## config.mk

```make
export PLATFORM = sky130hd
export DESIGN_NAME = calendar_day_difference_flat
export DESIGN_NICKNAME = d
export VERILOG_FILES = /design/src/rtl/core/cdd_pkg.sv /design/src/rtl/core/cdd_if.sv /design/src/rtl/core/cdd_alu.sv /design/src/rtl/core/cdd_term.sv /design/src/rtl/core/calendar_day_difference.sv /design/src/flat_wrapper.sv
export VERILOG_INCLUDE_DIRS = /design/src /design/src/rtl/core
export SDC_FILE = /design/constraint.sdc
export NUM_CORES = 1
export LEC_CHECK = 0
export BUFFER_PORTS_ARGS = -buffer_cell sky130_fd_sc_hd__buf_2
export CORE_MARGIN = 4
export CORE_UTILIZATION = 50
export CTS_CLUSTER_DIAMETER = 100
export DETAILED_ROUTE_END_ITERATION = 16
export PLACE_DENSITY_LB_ADDON = 0.3
export SLEW_MARGIN = 20
export SYNTH_ARGS = -nofsm -noshare
export SYNTH_HDL_FRONTEND = slang
export SYNTH_HIERARCHICAL = 1
export SYNTH_SLANG_ARGS = --single-unit
```

## constraint.sdc

```tcl
create_clock -name clock -period 25.7 [get_ports clock]
set_clock_uncertainty 0.2 [all_clocks]
set_input_delay 0 -clock clock [delete_from_list [all_inputs] [get_ports clock]]
set_output_delay 0 -clock clock [all_outputs]
set_load 0.005 [all_outputs]
```

## src/rtl/core/calendar_day_difference_defines.svh

```systemverilog
// Assertion macros shared by the date difference RTL.
// Depends on a clock named clock and a synchronous reset named reset in the user.
`ifndef CALENDAR_DAY_DIFFERENCE_DEFINES_SVH
`define CALENDAR_DAY_DIFFERENCE_DEFINES_SVH

// Consequent checked in the same cycle as the antecedent.
`define CDD_ASSERT_NOW(label, ante, cons, msg) \
   label: assert property (@(posedge clock) disable iff (reset) (ante) |-> (cons)) \
      else $error(msg);

// Consequent checked in the cycle after the antecedent.
`define CDD_ASSERT_NEXT(label, ante, cons, msg) \
   label: assert property (@(posedge clock) disable iff (reset) (ante) |=> (cons)) \
      else $error(msg);

`endif

```

## src/rtl/core/cdd_pkg.sv

```systemverilog
// Types, constants and the month table of the calendar day difference block.
// No dependencies.
package cdd_pkg;

   localparam int unsigned YEAR_W  = 14;
   localparam int unsigned MONTH_W = 4;
   localparam int unsigned DAY_W   = 5;
   localparam int unsigned HOUR_W  = 5;
   localparam int unsigned MIN_W   = 6;
   localparam int unsigned SEC_W   = 6;
   localparam int unsigned OUT_W   = 22;

   localparam int unsigned ACC_W   = 41;
   localparam int unsigned TIME_W  = 18;
   localparam int unsigned TSUM_W  = 17;
   localparam int unsigned DDAY_W  = 24;
   localparam int unsigned MOFF_W  = 9;
   localparam int unsigned Q100_W  = 8;
   localparam int unsigned Q400_W  = 6;

   localparam int SECS_PER_DAY  = 86400;
   localparam int SECS_PER_HOUR = 3600;
   localparam int SECS_PER_MIN  = 60;
   localparam int DAYS_IN_YEAR  = 365;
   localparam int DAYS_MAX      = 4194303;
   localparam int MONTH_MARCH   = 3;

   localparam int RECIP_100       = 20972;
   localparam int RECIP_100_SHIFT = 21;
   localparam int RECIP_25        = 2622;
   localparam int RECIP_25_SHIFT  = 16;

   typedef struct packed {
      logic [YEAR_W-1:0]  first_year;
      logic [MONTH_W-1:0] first_month;
      logic [DAY_W-1:0]   first_day;
      logic [HOUR_W-1:0]  first_hour;
      logic [MIN_W-1:0]   first_minute;
      logic [SEC_W-1:0]   first_second;
      logic [YEAR_W-1:0]  second_year;
      logic [MONTH_W-1:0] second_month;
      logic [DAY_W-1:0]   second_day;
      logic [HOUR_W-1:0]  second_hour;
      logic [MIN_W-1:0]   second_minute;
      logic [SEC_W-1:0]   second_sec;
   } req_word_type;

   typedef struct packed {
      logic [OUT_W-1:0] days_apart;
   } rsp_word_type;

   typedef enum logic {
      DATE_SECOND,
      DATE_FIRST
   } date_type;

   typedef enum logic [3:0] {
      STEP_NONE,
      STEP_TIME,
      STEP_PREP,
      STEP_LEAP,
      STEP_YEAR,
      STEP_CEIL4,
      STEP_CEIL100,
      STEP_CEIL400,
      STEP_MONTH,
      STEP_DAY
   } step_type;

   typedef struct packed {
      date_type date;
      step_type step;
   } term_ctrl_type;

   typedef struct packed {
      logic signed [ACC_W-1:0] a;
      logic signed [ACC_W-1:0] b;
      logic                    sub;
   } alu_req_type;

   typedef enum logic [3:0] {
      ST_IDLE,
      ST_TIME,
      ST_PREP,
      ST_LEAP,
      ST_YEAR,
      ST_CEIL4,
      ST_CEIL100,
      ST_CEIL400,
      ST_MONTH,
      ST_DAY,
      ST_MUL,
      ST_SIGN,
      ST_NEG_D,
      ST_NEG_T,
      ST_ADJ
   } state_type;

   // Days of a common year before the given month; months past December run on at 31 days.
   function automatic logic [MOFF_W-1:0] month_offset(input logic [MONTH_W-1:0] mo);
      logic [MOFF_W-1:0] days;
      case (mo)
         4'd2:    days = 9'd31;
         4'd3:    days = 9'd59;
         4'd4:    days = 9'd90;
         4'd5:    days = 9'd120;
         4'd6:    days = 9'd151;
         4'd7:    days = 9'd181;
         4'd8:    days = 9'd212;
         4'd9:    days = 9'd243;
         4'd10:   days = 9'd273;
         4'd11:   days = 9'd304;
         4'd12:   days = 9'd334;
         4'd13:   days = 9'd365;
         4'd14:   days = 9'd396;
         4'd15:   days = 9'd427;
         default: days = 9'd0;
      endcase
      return days;
   endfunction

endpackage

```

## src/rtl/core/cdd_if.sv

```systemverilog
// Valid/ready channel interfaces for request and response words.
// Depends on cdd_pkg for the word types.
interface cdd_req_if import cdd_pkg::*; ();
   logic         valid;
   logic         ready;
   req_word_type data;

   modport source (output valid, output data, input ready);
   modport sink (input valid, input data, output ready);
endinterface

interface cdd_rsp_if import cdd_pkg::*; ();
   logic         valid;
   logic         ready;
   rsp_word_type data;

   modport source (output valid, output data, input ready);
   modport sink (input valid, input data, output ready);
endinterface

```

## src/rtl/core/cdd_alu.sv

```systemverilog
// Shared signed adder/subtractor used by every accumulation step.
// Depends on cdd_pkg for the operand struct.
module cdd_alu import cdd_pkg::*; (
   input  alu_req_type             op,
   output logic signed [ACC_W-1:0] result
);

   assign result = op.sub ? (op.a - op.b) : (op.a + op.b);

endmodule

```

## src/rtl/core/cdd_term.sv

```systemverilog
// Operand generator: year preparation registers, leap test and the term for each step.
// Depends on cdd_pkg for types, constants and the month table.
module cdd_term import cdd_pkg::*; #(
   parameter int unsigned MAX_YEAR = 9999
) (
   input  logic                    clock,
   input  req_word_type            word,
   input  term_ctrl_type           ctrl,
   output logic signed [ACC_W-1:0] term
);

   logic [YEAR_W-1:0]     sel_year;
   logic [MONTH_W-1:0]    sel_month;
   logic [DAY_W-1:0]      sel_day;
   logic [HOUR_W-1:0]     sel_hour;
   logic [MIN_W-1:0]      sel_min;
   logic [SEC_W-1:0]      sel_sec;
   logic [YEAR_W-1:0]     year_sat;
   logic [YEAR_W+14:0]    q100_prod;
   logic [YEAR_W+7:0]     q400_prod;
   logic [YEAR_W-1:0]     y_ff;
   logic [Q100_W-1:0]     q100_ff;
   logic [Q400_W-1:0]     q400_ff;
   logic                  ne100_ff;
   logic                  ne400_ff;
   logic                  ne100_in;
   logic                  ne400_in;
   logic                  leap;
   logic [YEAR_W+8:0]     year_days;
   logic [YEAR_W-2:0]     ceil4;
   logic [Q100_W:0]       ceil100;
   logic [Q400_W:0]       ceil400;
   logic [MOFF_W-1:0]     month_days;
   logic signed [DAY_W:0] day_term;
   logic [TSUM_W-1:0]     time_secs;

   always_comb begin
      if (ctrl.date == DATE_FIRST) begin
         sel_year  = word.first_year;
         sel_month = word.first_month;
         sel_day   = word.first_day;
         sel_hour  = word.first_hour;
         sel_min   = word.first_minute;
         sel_sec   = word.first_second;
      end else begin
         sel_year  = word.second_year;
         sel_month = word.second_month;
         sel_day   = word.second_day;
         sel_hour  = word.second_hour;
         sel_min   = word.second_minute;
         sel_sec   = word.second_sec;
      end
   end

   // Division by 100 and by 400 are reciprocal multiplies, exact over the 14-bit year.
   assign year_sat  = (32'(sel_year) > MAX_YEAR) ? YEAR_W'(MAX_YEAR) : sel_year;
   assign q100_prod = (YEAR_W+15)'(year_sat) * (YEAR_W+15)'(RECIP_100);
   assign q400_prod = (YEAR_W+8)'(year_sat[YEAR_W-1:4]) * (YEAR_W+8)'(RECIP_25);

   assign ne100_in = y_ff != (YEAR_W'(q100_ff) * YEAR_W'(100));
   assign ne400_in = y_ff != (YEAR_W'(q400_ff) * YEAR_W'(400));

   always_ff @(posedge clock) begin
      if (ctrl.step == STEP_PREP) begin
         y_ff    <= year_sat;
         q100_ff <= q100_prod[RECIP_100_SHIFT +: Q100_W];
         q400_ff <= q400_prod[RECIP_25_SHIFT +: Q400_W];
      end
      if (ctrl.step == STEP_LEAP) begin
         ne100_ff <= ne100_in;
         ne400_ff <= ne400_in;
      end
   end

   assign leap       = ((y_ff[1:0] == 2'b00) && ne100_ff) || !ne400_ff;
   assign year_days  = (YEAR_W+9)'(y_ff) * (YEAR_W+9)'(DAYS_IN_YEAR);
   assign ceil4      = {1'b0, y_ff[YEAR_W-1:2]} + (YEAR_W-1)'(|y_ff[1:0]);
   assign ceil100    = {1'b0, q100_ff} + (Q100_W+1)'(ne100_ff);
   assign ceil400    = {1'b0, q400_ff} + (Q400_W+1)'(ne400_ff);
   assign month_days = month_offset(sel_month)
                     + MOFF_W'(leap && (sel_month >= MONTH_W'(MONTH_MARCH)));
   assign day_term   = $signed({1'b0, sel_day}) - (DAY_W+1)'(1);
   assign time_secs  = TSUM_W'(sel_hour) * TSUM_W'(SECS_PER_HOUR)
                     + TSUM_W'(sel_min) * TSUM_W'(SECS_PER_MIN)
                     + TSUM_W'(sel_sec);

   always_comb begin
      case (ctrl.step)
         STEP_TIME:    term = $signed(ACC_W'(time_secs));
         STEP_YEAR:    term = $signed(ACC_W'(year_days));
         STEP_CEIL4:   term = $signed(ACC_W'(ceil4));
         STEP_CEIL100: term = -$signed(ACC_W'(ceil100));
         STEP_CEIL400: term = $signed(ACC_W'(ceil400));
         STEP_MONTH:   term = $signed(ACC_W'(month_days));
         STEP_DAY:     term = ACC_W'(day_term);
         default:      term = '0;
      endcase
   end

endmodule

```

## src/rtl/core/calendar_day_difference.sv

```systemverilog
// Top level of the calendar day difference block: sequencer, accumulator and output register.
// Depends on cdd_pkg, cdd_if, cdd_alu, cdd_term and calendar_day_difference_defines.svh.
`include "calendar_day_difference_defines.svh"

// Each request word carries two proleptic Gregorian date-times; the response word gives the
// absolute number of whole days between them, truncated, saturating at 4194303. Years above
// MAX_YEAR are taken as MAX_YEAR. A word is accepted only while the sequencer is idle, so a new
// word is taken only after the last one has left the final rounding step. The sequencer runs
// two time terms, eight year, leap and month steps per date, then the scale, sign, negation and
// final rounding steps; every sum among them goes through the single shared adder. Rounding
// waits while an earlier response is pending. A finished response waits in its own register,
// so the next word is accepted while it is still pending.
module calendar_day_difference import cdd_pkg::*; #(
   parameter int unsigned MAX_YEAR = 9999
) (
   input logic       clock,
   input logic       reset,
   cdd_req_if.sink   req_if,
   cdd_rsp_if.source rsp_if
);

   state_type                state_ff, state_in;
   date_type                 date_ff, date_in;
   req_word_type             word_ff, word_in;
   logic signed [ACC_W-1:0]  acc_ff, acc_in;
   logic signed [ACC_W-1:0]  prod_ff, prod_in;
   logic signed [TIME_W-1:0] t_ff, t_in;
   logic signed [DDAY_W-1:0] d_ff, d_in;
   logic                     neg_ff, neg_in;
   logic                     rsp_valid_ff, rsp_valid_in;
   rsp_word_type             rsp_data_ff, rsp_data_in;

   term_ctrl_type              ctrl;
   alu_req_type                alu_op;
   logic signed [ACC_W-1:0]    alu_res;
   logic signed [ACC_W-1:0]    term;
   logic signed [DDAY_W+17:0]  mul_full;
   logic signed [2:0]          qadj;

   cdd_term #(
      .MAX_YEAR (MAX_YEAR)
   ) u_term (
      .clock (clock),
      .word  (word_ff),
      .ctrl  (ctrl),
      .term  (term)
   );

   cdd_alu u_alu (
      .op     (alu_op),
      .result (alu_res)
   );

   assign mul_full = $signed(acc_ff[DDAY_W-1:0]) * $signed(18'(SECS_PER_DAY));

   // Floor of the leftover seconds over one day; they never reach minus two days.
   always_comb begin
      if (t_ff >= TIME_W'(SECS_PER_DAY)) begin
         qadj = 3'sd1;
      end else if (t_ff >= TIME_W'(0)) begin
         qadj = 3'sd0;
      end else if (t_ff >= TIME_W'(-SECS_PER_DAY)) begin
         qadj = -3'sd1;
      end else begin
         qadj = -3'sd2;
      end
   end

   assign req_if.ready = (state_ff == ST_IDLE);
   assign rsp_if.valid = rsp_valid_ff;
   assign rsp_if.data  = rsp_data_ff;

   always_comb begin
      state_in     = state_ff;
      date_in      = date_ff;
      word_in      = word_ff;
      acc_in       = acc_ff;
      prod_in      = prod_ff;
      t_in         = t_ff;
      d_in         = d_ff;
      neg_in       = neg_ff;
      rsp_valid_in = rsp_valid_ff;
      rsp_data_in  = rsp_data_ff;
      ctrl.date    = date_ff;
      ctrl.step    = STEP_NONE;
      alu_op.a     = acc_ff;
      alu_op.b     = term;
      alu_op.sub   = (date_ff == DATE_FIRST);

      if (rsp_valid_ff && rsp_if.ready) begin
         rsp_valid_in = 1'b0;
      end

      case (state_ff)
         ST_IDLE: begin
            if (req_if.valid) begin
               word_in  = req_if.data;
               acc_in   = '0;
               date_in  = DATE_SECOND;
               state_in = ST_TIME;
            end
         end
         ST_TIME: begin
            ctrl.step = STEP_TIME;
            if (date_ff == DATE_SECOND) begin
               acc_in  = alu_res;
               date_in = DATE_FIRST;
            end else begin
               t_in     = TIME_W'(alu_res);
               acc_in   = '0;
               date_in  = DATE_SECOND;
               state_in = ST_PREP;
            end
         end
         ST_PREP: begin
            ctrl.step = STEP_PREP;
            state_in  = ST_LEAP;
         end
         ST_LEAP: begin
            ctrl.step = STEP_LEAP;
            state_in  = ST_YEAR;
         end
         ST_YEAR: begin
            ctrl.step = STEP_YEAR;
            acc_in    = alu_res;
            state_in  = ST_CEIL4;
         end
         ST_CEIL4: begin
            ctrl.step = STEP_CEIL4;
            acc_in    = alu_res;
            state_in  = ST_CEIL100;
         end
         ST_CEIL100: begin
            ctrl.step = STEP_CEIL100;
            acc_in    = alu_res;
            state_in  = ST_CEIL400;
         end
         ST_CEIL400: begin
            ctrl.step = STEP_CEIL400;
            acc_in    = alu_res;
            state_in  = ST_MONTH;
         end
         ST_MONTH: begin
            ctrl.step = STEP_MONTH;
            acc_in    = alu_res;
            state_in  = ST_DAY;
         end
         ST_DAY: begin
            ctrl.step = STEP_DAY;
            acc_in    = alu_res;
            if (date_ff == DATE_SECOND) begin
               date_in  = DATE_FIRST;
               state_in = ST_PREP;
            end else begin
               state_in = ST_MUL;
            end
         end
         ST_MUL: begin
            prod_in  = ACC_W'(mul_full);
            d_in     = acc_ff[DDAY_W-1:0];
            state_in = ST_SIGN;
         end
         ST_SIGN: begin
            alu_op.a   = prod_ff;
            alu_op.b   = ACC_W'(t_ff);
            alu_op.sub = 1'b0;
            neg_in     = alu_res[ACC_W-1];
            state_in   = ST_NEG_D;
         end
         ST_NEG_D: begin
            alu_op.a   = '0;
            alu_op.b   = ACC_W'(d_ff);
            alu_op.sub = 1'b1;
            if (neg_ff) begin
               d_in = DDAY_W'(alu_res);
            end
            state_in = ST_NEG_T;
         end
         ST_NEG_T: begin
            alu_op.a   = '0;
            alu_op.b   = ACC_W'(t_ff);
            alu_op.sub = 1'b1;
            if (neg_ff) begin
               t_in = TIME_W'(alu_res);
            end
            state_in = ST_ADJ;
         end
         ST_ADJ: begin
            alu_op.a   = ACC_W'(d_ff);
            alu_op.b   = ACC_W'(qadj);
            alu_op.sub = 1'b0;
            if (!rsp_valid_ff || rsp_if.ready) begin
               rsp_valid_in = 1'b1;
               if (alu_res > ACC_W'(DAYS_MAX)) begin
                  rsp_data_in.days_apart = OUT_W'(DAYS_MAX);
               end else begin
                  rsp_data_in.days_apart = OUT_W'(alu_res);
               end
               state_in = ST_IDLE;
            end
         end
         default: begin
            state_in = ST_IDLE;
         end
      endcase
   end

   always_ff @(posedge clock) begin
      if (reset) begin
         state_ff     <= ST_IDLE;
         date_ff      <= DATE_SECOND;
         rsp_valid_ff <= 1'b0;
      end else begin
         state_ff     <= state_in;
         date_ff      <= date_in;
         rsp_valid_ff <= rsp_valid_in;
      end
   end

   always_ff @(posedge clock) begin
      word_ff     <= word_in;
      acc_ff      <= acc_in;
      prod_ff     <= prod_in;
      t_ff        <= t_in;
      d_ff        <= d_in;
      neg_ff      <= neg_in;
      rsp_data_ff <= rsp_data_in;
   end

   `CDD_ASSERT_NEXT(a_accept_starts, req_if.valid && req_if.ready, (state_ff == ST_TIME) && (date_ff == DATE_SECOND), "accepted word did not start the time pass")
   `CDD_ASSERT_NOW(a_mul_after_both, state_ff == ST_MUL, date_ff == DATE_FIRST, "day count scaled before both dates were summed")
   `CDD_ASSERT_NOW(a_adj_nonneg, state_ff == ST_ADJ, !alu_res[ACC_W-1], "day magnitude came out negative")
   `CDD_ASSERT_NOW(a_rsp_from_adj, $rose(rsp_valid_ff), $past(state_ff == ST_ADJ), "response raised outside the final step")

endmodule

```

## src/flat_wrapper.sv

```systemverilog
// flat-port wrapper written by rule: the top's interface ports become plain ports
module calendar_day_difference_flat import cdd_pkg::*;
#(
   parameter int unsigned MAX_YEAR = 9999
)
  (clock, reset, req_if_valid, req_if_data, req_if_ready, rsp_if_valid, rsp_if_data, rsp_if_ready);
  cdd_req_if req_if_i ();
  cdd_rsp_if rsp_if_i ();
  input logic clock;
  input logic reset;
  input wire logic [$bits(req_if_i.valid)-1:0] req_if_valid;
  input wire logic [$bits(req_if_i.data)-1:0] req_if_data;
  output wire logic [$bits(req_if_i.ready)-1:0] req_if_ready;
  output wire logic [$bits(rsp_if_i.valid)-1:0] rsp_if_valid;
  output wire logic [$bits(rsp_if_i.data)-1:0] rsp_if_data;
  input wire logic [$bits(rsp_if_i.ready)-1:0] rsp_if_ready;
  assign req_if_i.valid = req_if_valid;
  assign req_if_i.data = req_if_data;
  assign req_if_ready = req_if_i.ready;
  assign rsp_if_valid = rsp_if_i.valid;
  assign rsp_if_data = rsp_if_i.data;
  assign rsp_if_i.ready = rsp_if_ready;
  calendar_day_difference #(.MAX_YEAR(MAX_YEAR)) u_core (.clock(clock), .reset(reset), .req_if(req_if_i), .rsp_if(rsp_if_i));
endmodule
```

==> results of run 1 <==
-- through the flow --
stage               instances  worst slack, ns   util
floorplan                3080            14.57      -
global placement         3880            14.44  0.529
detailed placement       3880            14.20  0.529
CTS                      4093            14.11  0.572
global route             4094            13.14  0.572
finish                   4095            13.97  0.572
-- flip-flops by register name (all words and copies together), names as in the netlist --
signal / cells
u_core/acc_ff: 41
u_core/rsp_if.data: 22
u_core/rsp_if.valid: 1
u_core/state_ff: 4
u_core/neg_ff: 1
u_core/t_ff: 18
u_core/word_ff: 80
u_core/u_term/ne400_ff: 1
u_core/d_ff: 24
u_core/u_term/q100_ff: 8
u_core/u_term/q400_ff: 6
u_core/u_term/y_ff: 14
u_core/date_ff: 1
u_core/u_term/ne100_ff: 1
u_core/prod_ff: 34
-- logic make-up after synthesis --
kind of cell               after synthesis  synth area share
AOI/OAI and AO/OA                      599             0.137
xor gates and xnor gates               242            0.0705
adders and majority gates              672             0.328
buffers and inverters                  589            0.0766
DFF                                    256             0.253
muxes                                   72            0.0263
and+or+nand+nor                        650             0.109
-- layout make-up --
type / count / area [sq um]
fillers: 4976 / 25400
multi-input cells: 2235 / 20300
repair buffers: 284 / 2290
clock buffers: 36 / 752
flip-flops and latches: 256 / 7630
clock inverters: 13 / 131
inverters: 497 / 1870
well taps: 773 / 967
diodes: 1 / 2.50
-- final timing paths --
kind / to / cells past startpoint / startpoint / slack (ns)
worst max-delay path: u_core/rsp_if.data[1] / 36 / u_core/date_ff / 13.97
worst min-delay path: u_core/state_ff[3] / 3 / reset / 0.12
worst max register to register: u_core/rsp_if.data[1] / 36 / u_core/date_ff / 13.97
worst min register to register: u_core/rsp_if.valid / 2 / u_core/rsp_if.valid / 0.41
-- cells in the final DEF (no fill, tap or decap), types with 10 or more instances in the layout --
master           n
buf_2          107
o21a_1          18
a22oi_1         19
nand4_1         28
edfxtp_1       250
nand2_1        167
a31oi_1         17
xnor2_1        172
nor2b_1         19
and3_1          17
nor4_1          19
and2_1          58
nor3_1          46
a222oi_1        21
or3_1           12
fa_1           200
or2_2           10
inv_1          495
xor2_1          69
mux2i_1         32
dlygate4sd3_1  164
nand3_1         27
nor2_1         156
a211oi_1        17
a21o_1          60
o211ai_1        14
clkbuf_16       29
o21ai_0         94
mux2_2          35
buf_4           12
ha_1           472
a221o_1         21
a21oi_1        183
nand2b_1        46
o21bai_1        29
-- worst max-delay path, delay by kind of cell, from the launching register on --
family | cells | cell delay, ns
compound gates | 13 | 3.06
xor+xnor | 4 | 0.59
fa+ha+maj | 6 | 2.32
buf+inv | 1 | 0.34
flops | 1 | 1.04
mux | 1 | 0.50
simple gates | 11 | 3.35
-- layer usage --
layer,GRT usage,up-vias
li1,-,11100
met1,0.384,11500
met2,0.419,847
met3,0.0360,113
met4,0.0492,0
met5,0,-
-- what timing repair did --
action	4_1_cts	5_1_grt
setup buffers	0	0
endpoints found under the hold margin	86	0
gates resized for setup	0	0
hold buffers	164	0
==> impl_metrics.ini, run 1 <==
[layout]
area_growth_pct = 12.5
design_area_sq_mm = 0.0340
drive_gt1_frac = 0.0807
layout.nets = 4059

[cts]
clkTransAtPathRegs_ns = 0.07
cts_buffers = 29
htree_levels = 1
cts_sinks = 256
clk-insertion-delay-late_ns = 0.59
ctsLongestPathBuffers = 3
clockRootBuffer = clkbuf_16
cts_tree = yes

[floorplan]
fp.dieArea_sq_mm = 0.0644
die_h_um = 254
start_util = 0.509
die_w_um = 254
io_pins = 108
core-area_sq_mm = 0.0594
rows = 89

[grt]
grt_max_degree = 81
grt-ovfl-total = 0
grt_first_pass_wirelength_mm = 134
grt_pass1_vias = 24200
track_usage = 0.261
antenna_found_initial = 1

[logic_synthesis]
synth_most_common_cell = inv_1
synth_top_area_share = 0.249
synth_common_cells = inv_1 (495), ha_1 (472), edfxtp_1 (250)
avgSynthCellArea_sq_um = 9.80
ys_async_sr_fraction = 0
synth_seq_cells = 256
netlist_area_sq_mm = 0.0302
synth_enable_flop_cells = 250
synth_cell_types = 102
yosysWarnings = 6
synth_top_area_cell = edfxtp_1
syn_nets = 3836
synth-seq-area-share = 0.253
synthTopCellsByArea = edfxtp_1 (25%), ha_1 (20%), fa_1 (13%)
synth_top_flop_cell = edfxtp_1
netlist_instances = 3080

[timing]
slew_violations = 0
max_slew_margin = 0.258
hold_slack_ns = 0.120
fmax_mhz = 85.3
period_needed_ns = 11.73
hold_viol_final = 0
fin_crit_sh = 0.456
rsz0062_at_grt = no
tightest_slew_ns = 1.08
finalSetupViolCount = 0
finalSetupTns_ns = 0

[setup_path]
worstSetupPathType = flop to flop
required_ns = 25.82
crit_fanout = 71
end_kind = flop
start_kind = flop
cpPeakStageDelay_ns = 1.04
crit_top_cell = a21oi_1
crit_slowest_cell = dfxtp_4
arrival_ns = 11.85

[drt]
wl_per_cell_um = 20.4
wl_mm = 83.6
via_per_inst = 5.76
vias = 23600
ant_nets = 0
first_pass_iters = 8
m1WireLength_mm = 38.5
wl_met2_mm = 37.7
top_layer = met4
drc = 0
drt_iter0_markers = 1880
wl_met3_mm = 5.68

[status]
status = finished, final reports clean

[flow_run]
cap_violations = 0

[worst_hold_path]
hp-class = input port to flop

[place]
routabilityCongestion = 0.972
post-dp-hpwl_mm = 64.3
place_area_sq_mm = 0.0314
port_buffers = 107
Power of run 1 is not shown: default switching activity piles up to over one toggle a cycle in this logic, so the estimate is an artifact.
==> run 2, diff against run 1 <==
==> constraint.sdc (replaced) <==
create_clock -name clock -period 10.95 [get_ports clock]
set_clock_uncertainty 0.2 [all_clocks]
set_input_delay 0 -clock clock [delete_from_list [all_inputs] [get_ports clock]]
set_output_delay 0 -clock clock [all_outputs]
set_load 0.005 [all_outputs]
==> run 2 against run 1 <==
Compared with the run above: count of clock-buffer cells in the layout shrank 2; via count is 0.38% higher; final cell count grew 0.61%; highest routed layer unchanged; hold slack worse by 0.029 ns.
==> impl_metrics.ini, run 2 (synthesis gave the netlist of run 1 again) <==
[place]
dp.cells = 3895
routabilityCongestion = 0.985
post-dp-hpwl_mm = 65.1
place_area_sq_mm = 0.0315
port_buffers = 107

[setup_path]
crit_fanout = 22
crit_top_cell = a21oi_1
end_kind = flop
cpPeakStageDelay_ns = 0.61
arrival_ns = 10.61
worstSetupPathType = flop to flop
worst-path-buf-inv = 1
required_ns = 11.09
crit_slowest_cell = fa_1
crit_family = simple AND/OR/NAND/NOR gates
start_kind = flop

[cts]
htree_levels = 1
cts_tree = yes
cts_buffers = 29
clk-insertion-delay-late_ns = 0.60
clockRootBuffer = clkbuf_16
ctsLongestPathBuffers = 3
cts_sinks = 256
clkTransAtPathRegs_ns = 0.07

[timing]
fin_crit_sh = 0.956
slew_violations = 0
max_slew_margin = 0.290
hold_viol_final = 0
finalSetupTns_ns = 0
period_needed_ns = 10.47
finalSetupViolCount = 0
tightest_slew_ns = 1.06
fmax_mhz = 95.5

[floorplan]
io_pins = 108
fp.dieArea_sq_mm = 0.0644
rows = 89
die_h_um = 254
start_util = 0.509
die_w_um = 254
core-area_sq_mm = 0.0594

[grt]
track_usage = 0.265
grt-ovfl-total = 0
grt_first_pass_wirelength_mm = 135
grt_pass1_vias = 24200
antenna_found_initial = 2
grt_max_degree = 81

[drt]
drc = 0
wl_mm = 85.3
drt_iter0_markers = 2207
wl_per_cell_um = 20.7
ant_nets = 0
via_per_inst = 5.75
first_pass_iters = 8
vias = 23700

[layout]
design_area_sq_mm = 0.0344
mostFrequentLayoutCells = inv_1 (495), ha_1 (471), edfxtp_1 (250)
instances_no_fill = 4120
area_growth_pct = 13.8
final_common_cell = inv_1
largest-register = u_core/word_ff
num-fill-cells = 5050
drive_gt1_frac = 0.0906
reg_top3 = u_core/word_ff x80, u_core/acc_ff x41, u_core/prod_ff x34
layout.nets = 4079
largest_reg_flops = 80

[status]
status = finished, final reports clean

[worst_hold_path]
hp-class = input port to flop

[flow_run]
cap_violations = 0
-- run 2: cell count changes in the layout (fill, tap and decap cells not counted), moves of 2 or more --
cell | previous run | this run
inv_6 | 4 | 2
o21ai_0 | 94 | 92
bufinv_16 | 1 | 7
a21oi_2 | 2 | 6
buf_4 | 12 | 31
clkbuf_1 | 7 | 5
inv_8 | 0 | 2
clkinv_2 | 2 | 4
a21oi_1 | 183 | 179
clkinv_4 | 3 | 1
-- run 2: through the flow --
stage | utilization | setup slack, ns | hold WS [ns]
after floorplan | - | 0.0230 | -0.131
after global placement | 0.531 | 0.473 | -0.0235
after detailed placement | 0.531 | 0.0440 | -0.0219
after CTS | 0.577 | 0.0329 | 0.0736
after global routing | 0.579 | -0.0622 | 0.104
final | 0.579 | 0.482 | 0.0914
-- run 2: final cells by class --
cell class	instances	area, sq um	share of cell area
Inverter	497	1870	0.0544
Multi-Input combinational cell	2235	20400	0.593
Clock inverter	20	322	0.00936
Sequential cell	256	7630	0.222
Tap cell	773	967	0.0282
Antenna cell	1	2.50	0.0000728
Clock buffer	34	744	0.0217
Timing Repair Buffer	304	2460	0.0715
-- run 2: metal layers --
| metal | wire (um) | GRT usage | vias up |
|---|---|---|---|
| li1 | - | - | 11200 |
| met4 | 1620 | 0.0489 | 0 |
| met3 | 6050 | 0.0384 | 103 |
| met2 | 38000 | 0.421 | 847 |
| met5 | 0 | 0 | - |
| met1 | 39700 | 0.392 | 11600 |
-- run 2: worst register-to-register path, delay by kind of cell, from the launching register on --
family | cells | cell delay, ns
and+or+nand+nor | 11 | 3.30
AOI/OAI and AO/OA | 14 | 2.63
adders and majority gates | 6 | 2.37
xor gates and xnor gates | 4 | 0.64
DFF | 1 | 0.44
muxes | 1 | 0.43
buffers and inverters | 1 | 0.22
-- run 2: final timing paths --
kind / start / end / slack (ns) / cells past startpoint
worst min register to register: u_core/rsp_if.valid / u_core/rsp_if.valid / 0.48 / 2
worst max register to register: u_core/date_ff / u_core/rsp_if.data[1] / 0.48 / 37
worst min-delay path: reset / u_core/state_ff[2] / 0.09 / 3
worst max-delay path: u_core/date_ff / u_core/rsp_if.data[1] / 0.48 / 37
-- run 2: timing repair --
action | in CTS | in global routing
endpoints found under the hold margin | 86 | 0
pin swaps | 0 | 1
setup endpoints to repair | 1 | 22
buffers inserted | 0 | 5
hold buffers | 164 | 0
gates resized for setup | 1 | 11
cloned | 0 | 0
Power of run 2 is left out for the same reason.
